--- config.mk ---
export PLATFORM = sky130hd
export DESIGN_NAME = green_chroma_histogram_threshold
export DESIGN_NICKNAME = d
export VERILOG_FILES = /design/src/sv/gch_pkg.sv /design/src/sv/gch_cell.sv /design/src/sv/gch_div.sv /design/src/sv/green_chroma_histogram_threshold.sv
export VERILOG_INCLUDE_DIRS = /design/src /design/src/sv
export SDC_FILE = /design/constraint.sdc
export NUM_CORES = 2
export LEC_CHECK = 0
export ABC_AREA = 1
export ABC_CLOCK_PERIOD_IN_PS = 4000
export BUFFER_PORTS_ARGS = -buffer_cell sky130_fd_sc_hd__buf_4
export CAP_MARGIN = 0
export CORE_ASPECT_RATIO = 1.75
export CORE_UTILIZATION = 40
export DETAILED_ROUTE_END_ITERATION = 10
export GPL_TIMING_DRIVEN = 1
export PLACE_DENSITY = 0.53
export SYNTH_ARGS = -nofsm -noshare
export SYNTH_HDL_FRONTEND = slang
export SYNTH_SLANG_ARGS = --single-unit
--- constraint.sdc ---
create_clock -name clk -period 4 [get_ports clk]
set_input_delay 0.2 -clock clk [delete_from_list [all_inputs] [get_ports clk]]
set_output_delay 0.2 -clock clk [all_outputs]
set_load 0.005 [all_outputs]
--- src/sv/green_chroma_histogram_threshold_assert.svh ---
// Assertion macros shared by the green chroma histogram RTL.
// Each macro expands to one labelled concurrent assertion on the given clock.
`ifndef GREEN_CHROMA_HISTOGRAM_THRESHOLD_ASSERT_SVH
`define GREEN_CHROMA_HISTOGRAM_THRESHOLD_ASSERT_SVH

// Checked only while out of reset.
`define GCH_ASSERT(lbl, clk, rst_n, prop, msg) \
  lbl: assert property (@(posedge clk) disable iff (!rst_n) prop) else $error(msg);

// Checked on every edge, reset included.
`define GCH_ASSERT_ALWAYS(lbl, clk, prop, msg) \
  lbl: assert property (@(posedge clk) prop) else $error(msg);

`endif

--- src/sv/gch_pkg.sv ---
// Shared types and constants for the green chroma histogram threshold block.
// No dependencies.
package gch_pkg;

  localparam int BIN_COUNT_DEF  = 32;
  localparam int COUNT_BITS_DEF = 16;

  typedef enum logic [1:0] {
    CMD_LEARN    = 2'd0,
    CMD_CLOSE    = 2'd1,
    CMD_CLASSIFY = 2'd2
  } cmd_t;

  typedef struct packed {
    logic [1:0] command;
    logic [7:0] blue;
    logic [7:0] green;
    logic [7:0] red;
  } in_payload_t;

  typedef struct packed {
    logic [7:0] chroma;
    logic       is_green;
    logic [7:0] threshold;
  } out_payload_t;

  // Per-cycle control broadcast along the row of histogram cells.
  typedef struct packed {
    logic learn;   // bump the cell whose index matches the bin
    logic shift;   // every cell takes its right-hand neighbour's count
  } cell_ctrl_t;

endpackage

--- src/sv/gch_cell.sv ---
// One histogram bin: a saturating counter that can shift its count to the
// left-hand neighbour. Depends on gch_pkg.
module gch_cell #(
  parameter int BIN_COUNT  = gch_pkg::BIN_COUNT_DEF,
  parameter int COUNT_BITS = gch_pkg::COUNT_BITS_DEF,
  parameter int CELL_IDX   = 0
) (
  input  logic                         clk,
  input  logic                         rst_n,
  input  gch_pkg::cell_ctrl_t          ctrl,
  input  logic [$clog2(BIN_COUNT)-1:0] bin,
  input  logic [COUNT_BITS-1:0]        shift_in,
  output logic [COUNT_BITS-1:0]        count
);

  localparam int IDX_W = $clog2(BIN_COUNT);

  logic [COUNT_BITS-1:0] count_r;
  logic                  hit;

  assign hit   = ctrl.learn && (bin == IDX_W'(CELL_IDX)) && !(&count_r);
  assign count = count_r;

  always_ff @(posedge clk) begin
    if (!rst_n) begin
      count_r <= '0;
    end else if (ctrl.shift) begin
      count_r <= shift_in;
    end else if (hit) begin
      count_r <= count_r + COUNT_BITS'(1);
    end
  end

endmodule

--- src/sv/gch_div.sv ---
// Green chroma 255*g/(b+g+r) by restoring division, one quotient bit a cycle.
// Quotient never exceeds 255, so eight steps suffice. Depends on nothing.
module gch_div (
  input  logic       clk,
  input  logic       rst_n,
  input  logic       start,
  input  logic [7:0] blue,
  input  logic [7:0] green,
  input  logic [7:0] red,
  output logic       done,
  output logic [7:0] quotient
);

  logic [9:0]  sum;
  logic [15:0] num;
  logic [15:0] rem_r;
  logic [16:0] den_r;
  logic [7:0]  q_r;
  logic [2:0]  cnt_r;
  logic        active_r;
  logic        done_r;
  logic        zero_r;
  logic        ge;

  assign sum = 10'(blue) + 10'(green) + 10'(red);
  assign num = {green, 8'h00} - 16'(green);
  assign ge  = {1'b0, rem_r} >= den_r;

  always_ff @(posedge clk) begin
    if (!rst_n) begin
      active_r <= 1'b0;
      done_r   <= 1'b0;
    end else begin
      done_r <= 1'b0;
      if (start) begin
        active_r <= 1'b1;
      end else if (active_r && cnt_r == 3'd0) begin
        active_r <= 1'b0;
        done_r   <= 1'b1;
      end
    end
  end

  always_ff @(posedge clk) begin
    if (start) begin
      rem_r  <= num;
      den_r  <= {sum, 7'b0};
      q_r    <= '0;
      cnt_r  <= 3'd7;
      zero_r <= (sum == '0);
    end else if (active_r) begin
      if (ge) begin
        rem_r <= 16'({1'b0, rem_r} - den_r);
      end
      den_r <= den_r >> 1;
      q_r   <= {q_r[6:0], ge};
      cnt_r <= cnt_r - 3'd1;
    end
  end

  // black pixel: sum of zero gives chroma zero
  assign quotient = zero_r ? 8'd0 : q_r;
  assign done     = done_r;

endmodule

--- src/sv/green_chroma_histogram_threshold.sv ---
// Green chroma histogram threshold: top level.
// Learn, classify and unused requests wait on the bit-serial divider (8 steps). Close
// requests sweep the row of bin cells: it shifts its counts past the peak comparator
// once, clearing itself. One request in flight: the next is taken once the result is
// registered on the output, and an output stall holds it off. Synchronous reset clears
// counts.
module green_chroma_histogram_threshold #(
  parameter int BIN_COUNT  = gch_pkg::BIN_COUNT_DEF,
  parameter int COUNT_BITS = gch_pkg::COUNT_BITS_DEF
) (
  input  logic                  clk,
  input  logic                  rst_n,
  input  logic                  in_valid,
  output logic                  in_ready,
  input  gch_pkg::in_payload_t  in_data,
  output logic                  out_valid,
  input  logic                  out_ready,
  output gch_pkg::out_payload_t out_data
);

  `include "green_chroma_histogram_threshold_assert.svh"

  localparam int IDX_W = $clog2(BIN_COUNT);

  typedef enum logic [3:0] {
    S_IDLE  = 4'b0001,
    S_CALC  = 4'b0010,
    S_SWEEP = 4'b0100,
    S_DONE  = 4'b1000
  } state_t;

  state_t                state_r, state_nxt;
  logic [1:0]            cmd_r;
  logic [7:0]            thr_r;
  logic [IDX_W-1:0]      idx_r;
  logic [IDX_W-1:0]      best_idx_r, best_idx_nxt;
  logic [COUNT_BITS-1:0] best_cnt_r, best_cnt_nxt;
  gch_pkg::out_payload_t res_r;
  gch_pkg::out_payload_t out_data_r;
  logic                  out_valid_r;

  logic                  accept;
  logic                  out_free;
  logic                  sweep_last;
  logic                  div_done;
  logic [7:0]            div_q;
  logic [16:0]           bin_prod;
  logic [IDX_W-1:0]      learn_bin;
  gch_pkg::cell_ctrl_t   cell_ctrl;

  logic [COUNT_BITS-1:0] cnt [BIN_COUNT];
  logic [7:0]            thr_tab [BIN_COUNT];

  assign in_ready = (state_r == S_IDLE);
  assign accept   = in_valid && in_ready;
  assign out_free = !out_valid_r || out_ready;

  gch_div u_div (
    .clk      (clk),
    .rst_n    (rst_n),
    .start    (accept && in_data.command != gch_pkg::CMD_CLOSE),
    .blue     (in_data.blue),
    .green    (in_data.green),
    .red      (in_data.red),
    .done     (div_done),
    .quotient (div_q)
  );

  // bin = chroma * BIN_COUNT / 256
  assign bin_prod  = 17'(div_q) * 17'(BIN_COUNT);
  assign learn_bin = bin_prod[8 +: IDX_W];

  assign cell_ctrl.learn = div_done && (cmd_r == gch_pkg::CMD_LEARN);
  assign cell_ctrl.shift = (state_r == S_SWEEP);

  for (genvar gi = 0; gi < BIN_COUNT; gi++) begin : g_cell
    logic [COUNT_BITS-1:0] shift_in;

    if (gi == BIN_COUNT - 1) begin : g_tail
      assign shift_in = '0;   // zeros enter at the far end, clearing the row
    end else begin : g_mid
      assign shift_in = cnt[gi+1];
    end

    assign thr_tab[gi] = 8'((gi * 256) / BIN_COUNT);

    gch_cell #(
      .BIN_COUNT  (BIN_COUNT),
      .COUNT_BITS (COUNT_BITS),
      .CELL_IDX   (gi)
    ) u_cell (
      .clk      (clk),
      .rst_n    (rst_n),
      .ctrl     (cell_ctrl),
      .bin      (learn_bin),
      .shift_in (shift_in),
      .count    (cnt[gi])
    );
  end

  // peak search at the head of the row; strict compare keeps the first peak
  always_comb begin
    best_idx_nxt = best_idx_r;
    best_cnt_nxt = best_cnt_r;
    if (cnt[0] > best_cnt_r) begin
      best_idx_nxt = idx_r;
      best_cnt_nxt = cnt[0];
    end
  end

  assign sweep_last = (idx_r == IDX_W'(BIN_COUNT - 1));

  always_comb begin
    state_nxt = state_r;
    unique case (state_r)
      S_IDLE: begin
        if (accept) begin
          state_nxt = (in_data.command == gch_pkg::CMD_CLOSE) ? S_SWEEP : S_CALC;
        end
      end
      S_CALC: begin
        if (div_done) state_nxt = S_DONE;
      end
      S_SWEEP: begin
        if (sweep_last) state_nxt = S_DONE;
      end
      S_DONE: begin
        if (out_free) state_nxt = S_IDLE;
      end
      default: state_nxt = S_IDLE;
    endcase
  end

  always_ff @(posedge clk) begin
    if (!rst_n) begin
      state_r     <= S_IDLE;
      out_valid_r <= 1'b0;
      thr_r       <= '0;
      idx_r       <= '0;
    end else begin
      state_r <= state_nxt;
      if (state_r == S_DONE && out_free) begin
        out_valid_r <= 1'b1;
      end else if (out_valid_r && out_ready) begin
        out_valid_r <= 1'b0;
      end
      if (accept) begin
        idx_r <= '0;
      end else if (state_r == S_SWEEP) begin
        idx_r <= sweep_last ? '0 : idx_r + IDX_W'(1);
        if (sweep_last) thr_r <= thr_tab[best_idx_nxt];
      end
    end
  end

  always_ff @(posedge clk) begin
    if (accept) begin
      cmd_r      <= in_data.command;
      best_idx_r <= '0;
      best_cnt_r <= '0;
    end
    if (state_r == S_SWEEP) begin
      best_idx_r <= best_idx_nxt;
      best_cnt_r <= best_cnt_nxt;
      if (sweep_last) begin
        res_r.chroma    <= 8'd0;
        res_r.is_green  <= 1'b0;
        res_r.threshold <= thr_tab[best_idx_nxt];
      end
    end
    if (div_done) begin
      res_r.chroma    <= div_q;
      res_r.is_green  <= (cmd_r == gch_pkg::CMD_CLASSIFY) && (div_q > thr_r);
      res_r.threshold <= thr_r;
    end
    if (state_r == S_DONE && out_free) out_data_r <= res_r;
  end

  assign out_valid = out_valid_r;
  assign out_data  = out_data_r;

  `GCH_ASSERT(a_close_starts_sweep, clk, rst_n, (accept && in_data.command == gch_pkg::CMD_CLOSE) |=> (state_r == S_SWEEP), "close request did not start the bin sweep")
  `GCH_ASSERT(a_idle_idx_zero, clk, rst_n, (state_r == S_IDLE) |-> (idx_r == '0), "sweep index not parked while idle")
  `GCH_ASSERT(a_div_done_in_calc, clk, rst_n, div_done |-> (state_r == S_CALC), "divider finished outside the calc state")
  `GCH_ASSERT(a_green_above_thr, clk, rst_n, out_valid_r |-> (!out_data_r.is_green || (out_data_r.chroma > out_data_r.threshold)), "green flag without chroma above threshold")

endmodule

==> results.py <==
metrics = {
    "detailed_routing": {
        "dr.pass1.iters": 6,
        "dr_total_vias": 40100,
        "viasPerCell": 5.28,
        "drtIter0Drc": 2186,
        "drcViolationCount": 0,
        "postRouteAntennaNets": 0,
        "wl_um": 127000,
        "post_drt_wl_per_cell_um": 16.7,
    },
    "sta": {
        "finalMaxSlewViolations": 0,
        "max_freq_mhz": 330,
        "whs_ns": 0.111,
        "fin_crit_sh": 0.758,
        "hold_viol_final": 0,
        "max_slew_margin": 0.196,
        "setup_tns_ns": 0,
        "finalSetupViolCount": 0,
        "worst_slew_pin_slew_ns": 1.20,
        "layout_min_cycle_time_ns": 3.03,
        "rsz0062_at_grt": "false",
        "fin_worst_skew_ns": 0.0277,
    },
    "synthesis": {
        "synthCells": 6327,
        "syn_area_mm2": 0.0404,
        "synthFlopType": "dfxtp_1",
        "synth_cell_types": 53,
        "yosysWarnings": 0,
        "yosys-top-cells-count": "1341 x nand2_1, 856 x nor2_1, 725 x o21ai_0, 659 x inv_1, 614 x nand3_1",
        "avgSynthCellArea_um2": 6.38,
        "synth_edf_count": 78,
        "yosysTopAreaCell": "dfxtp_1",
        "synth_area_leaders": "dfxtp_1 27%, nand2_1 12%, o21ai_0 9.0%",
        "async_reset_ff_frac": 0,
        "synth_top_area_share": 0.271,
        "ys_seq_area_frac": 0.329,
        "ys_seq_elements": 625,
        "synth.most_common_cell": "nand2_1",
    },
    "die": {
        "std_cell_rows": 153,
        "die_y_um": 422,
        "die_width_um": 242,
        "die-area_mm2": 0.102,
        "core_area_mm2": 0.0997,
        "ios": 49,
        "initial_core_util": 0.405,
    },
    "pwr": {
        "p_per_area_mw_per_mm2": 380,
        "seqPwrFrac": 0.431,
        "p_sw_w": 0.00516,
        "p_comb_frac": 0.172,
        "ir_drop_mv": 0.402,
        "p_clk_frac": 0.397,
        "leakagePower_nw": 16.9,
        "sw_frac_of_total": 0.310,
        "p_int_w": 0.0115,
    },
    "critical_path": {
        "path_cells": "inv_2, nand2_2, nor2_1, nand2_1, nor2_1, nand2_1, nand2_2, inv_2, o21ai_0, nor2_1",
        "slowest_stage": "edfxtp_1",
        "worstSetupStartpointType": "flop",
        "crit_cells": 10,
        "crit_path_end": "g_cell[19].u_cell.count[11]",
        "arrival_ns": 3.58,
        "worstPathMaxFanout": 15,
        "reg2reg_to": "g_cell[19].u_cell.count[11]",
        "crit_type": "flop to flop",
        "end_kind": "flop",
        "rrSetupSlack_ns": 0.97,
        "critPathRequiredTime_ns": 4.55,
        "cpLargestDelayFamily": "simple AND/OR/NAND/NOR gates",
        "crit_buf_inv": 2,
        "critPathLaunch": "u_div.zero_r",
        "rr_worst_depth": 10,
        "slowest_delay_ns": 0.50,
        "cp_common_cell": "nor2_1",
        "r2r_start": "u_div.zero_r",
    },
    "clock_network": {
        "cts_buffers": 70,
        "cts-htree-levels": 3,
        "cts.clk_slew.worst_paths_ns": 0.06,
        "cts_buffer_depth": 3,
        "clk_latency_ns": 0.68,
        "cts_resized": 0,
        "cts_sinks": 625,
        "root_buffer": "clkbuf_16",
        "cts_tree": "done",
        "post_cts_buffers": 0,
    },
    "place": {
        "placed_area_mm2": 0.0415,
        "hpwl_um": 91400,
        "place_congestion": 0.944,
        "port_buffers": 45,
    },
    "grt": {
        "grt_pass1_vias": 39200,
        "antenna_found_initial": 0,
        "overflow": 0,
        "grt_pass1_wl_um": 203000,
        "grt_use_total": 0.243,
        "grt_max_degree": 207,
    },
    "hold_path": {
        "hold_path.class": "input port to flop",
    },
    "finish": {
        "multi_input_area_mm2": 0.0231,
        "nets": 6354,
        "n_fill_cell": 10800,
        "antenna_cells": 0,
        "fin_area_mm2": 0.0439,
        "regArea_mm2": 0.0133,
        "drive_gt1_frac": 0.0565,
        "syn_to_final_growth_pct": 8.59,
    },
    "job": {
        "cap_violations": 0,
    },
    "status": {
        "status": "finished, final reports clean",
    },
}
[state kept, by name, indices dropped and copies added (netlist names), 2 cells and up]
signal               flops
best_cnt_r              16
cmd_r                    2
idx_r                    5
g_cell.u_cell.count    512
best_idx_r               5
u_div.cnt_r              3
u_div.rem_r             16
out_data                14
state_r                  4
thr_r                    5
u_div.den_r             17
res_r                   14
u_div.q_r                8
[placed cells by master (no fill, tap or decap), types with 19 or more instances in the layout]
cell type	instances
dfxtp_1	547
nand3_1	614
inv_1	659
ha_1	90
xor2_1	88
nor3_2	19
edfxtp_1	78
nor2_2	23
nand2_2	34
o211ai_1	40
clkbuf_16	70
a31oi_1	35
nand2_1	1341
buf_4	80
nor3_1	175
xnor2_1	35
nand4_1	138
o21ai_0	725
or2_2	24
a21oi_1	366
nor2_1	856
inv_2	29
[stage by stage]
stage	power, W	std cells	utilization	setup WS (ns)
6_report	0.0167	7599	0.440	0.969
5_1_grt	0.0176	7599	0.440	0.734
4_1_cts	0.0169	7599	0.440	1.02
3_5_place_dp	0.0102	7465	0.416	0.862
3_3_place_gp	0.0102	7465	0.416	0.870
2_1_floorplan	0.00937	6329	-	1.01
[worst register-to-register path, delay by kind of cell, from the launching register on]
kind,cells,cell delay [ns]
AND/OR/NAND/NOR,7,1.83
flip-flops,1,0.50
AO/OA/AOI/OAI,1,0.20
buffers and inverters,2,0.39
[what timing repair did]
action	CTS	global route
setup endpoints to repair	0	0
hold buffers	11	0
hold endpoints to repair	70	0
[area by class of cell]
class                           instances  area share
Inverter                              692      0.0595
Sequential cell                       625       0.303
Multi-Input combinational cell       4742       0.528
Clock inverter                         18     0.00536
Tap cell                             1317      0.0376
Clock buffer                          105      0.0468
Timing Repair Buffer                  100      0.0202
[worst min path at each step]
| stage | cells past startpoint | end | from |
|---|---|---|---|
| final | 4 | u_div.rem_r[6] | in_data[14] |
| after global routing | 4 | u_div.rem_r[6] | in_data[14] |
| after CTS | 4 | u_div.rem_r[6] | in_data[14] |
| after detailed placement | 0 | out_data[3] | res_r[3] |
| after global placement | 0 | out_data[8] | res_r[8] |
| after floorplan | 0 | cmd_r[0] | in_data[24] |
[kinds of logic after synthesis]
family / count (synthesis) / share of synthesized area
AND/OR/NAND/NOR: 3282 / 0.354
AO/OA/AOI/OAI: 1233 / 0.160
buffers and inverters: 962 / 0.0988
flip-flops: 625 / 0.329
XOR/XNOR: 123 / 0.0267
adder cells (fa/ha/maj): 93 / 0.0294
multiplexers: 8 / 0.00198
other: 1 / 0.0000928
[metal layers]
| layer | GRT usage | vias up | routed length (um) |
|---|---|---|---|
| li1 | - | 20700 | - |
| met1 | 0.252 | 18500 | 49000 |
| met2 | 0.476 | 661 | 68900 |
| met3 | 0.0244 | 257 | 3530 |
| met4 | 0.120 | 0 | 5730 |
| met5 | 0 | - | 0 |
[power by group through the flow]
stage / Combinational, W / Sequential [W] / Clock, W
global placement: 0.00285 / 0.00731 / 0
CTS: 0.00289 / 0.00718 / 0.00683
floorplan: 0.00218 / 0.00719 / 0
detailed placement: 0.00286 / 0.00732 / 0
finish: 0.00286 / 0.00718 / 0.00661
global route: 0.00328 / 0.00724 / 0.00704
(Power assumes the default switching activity.)
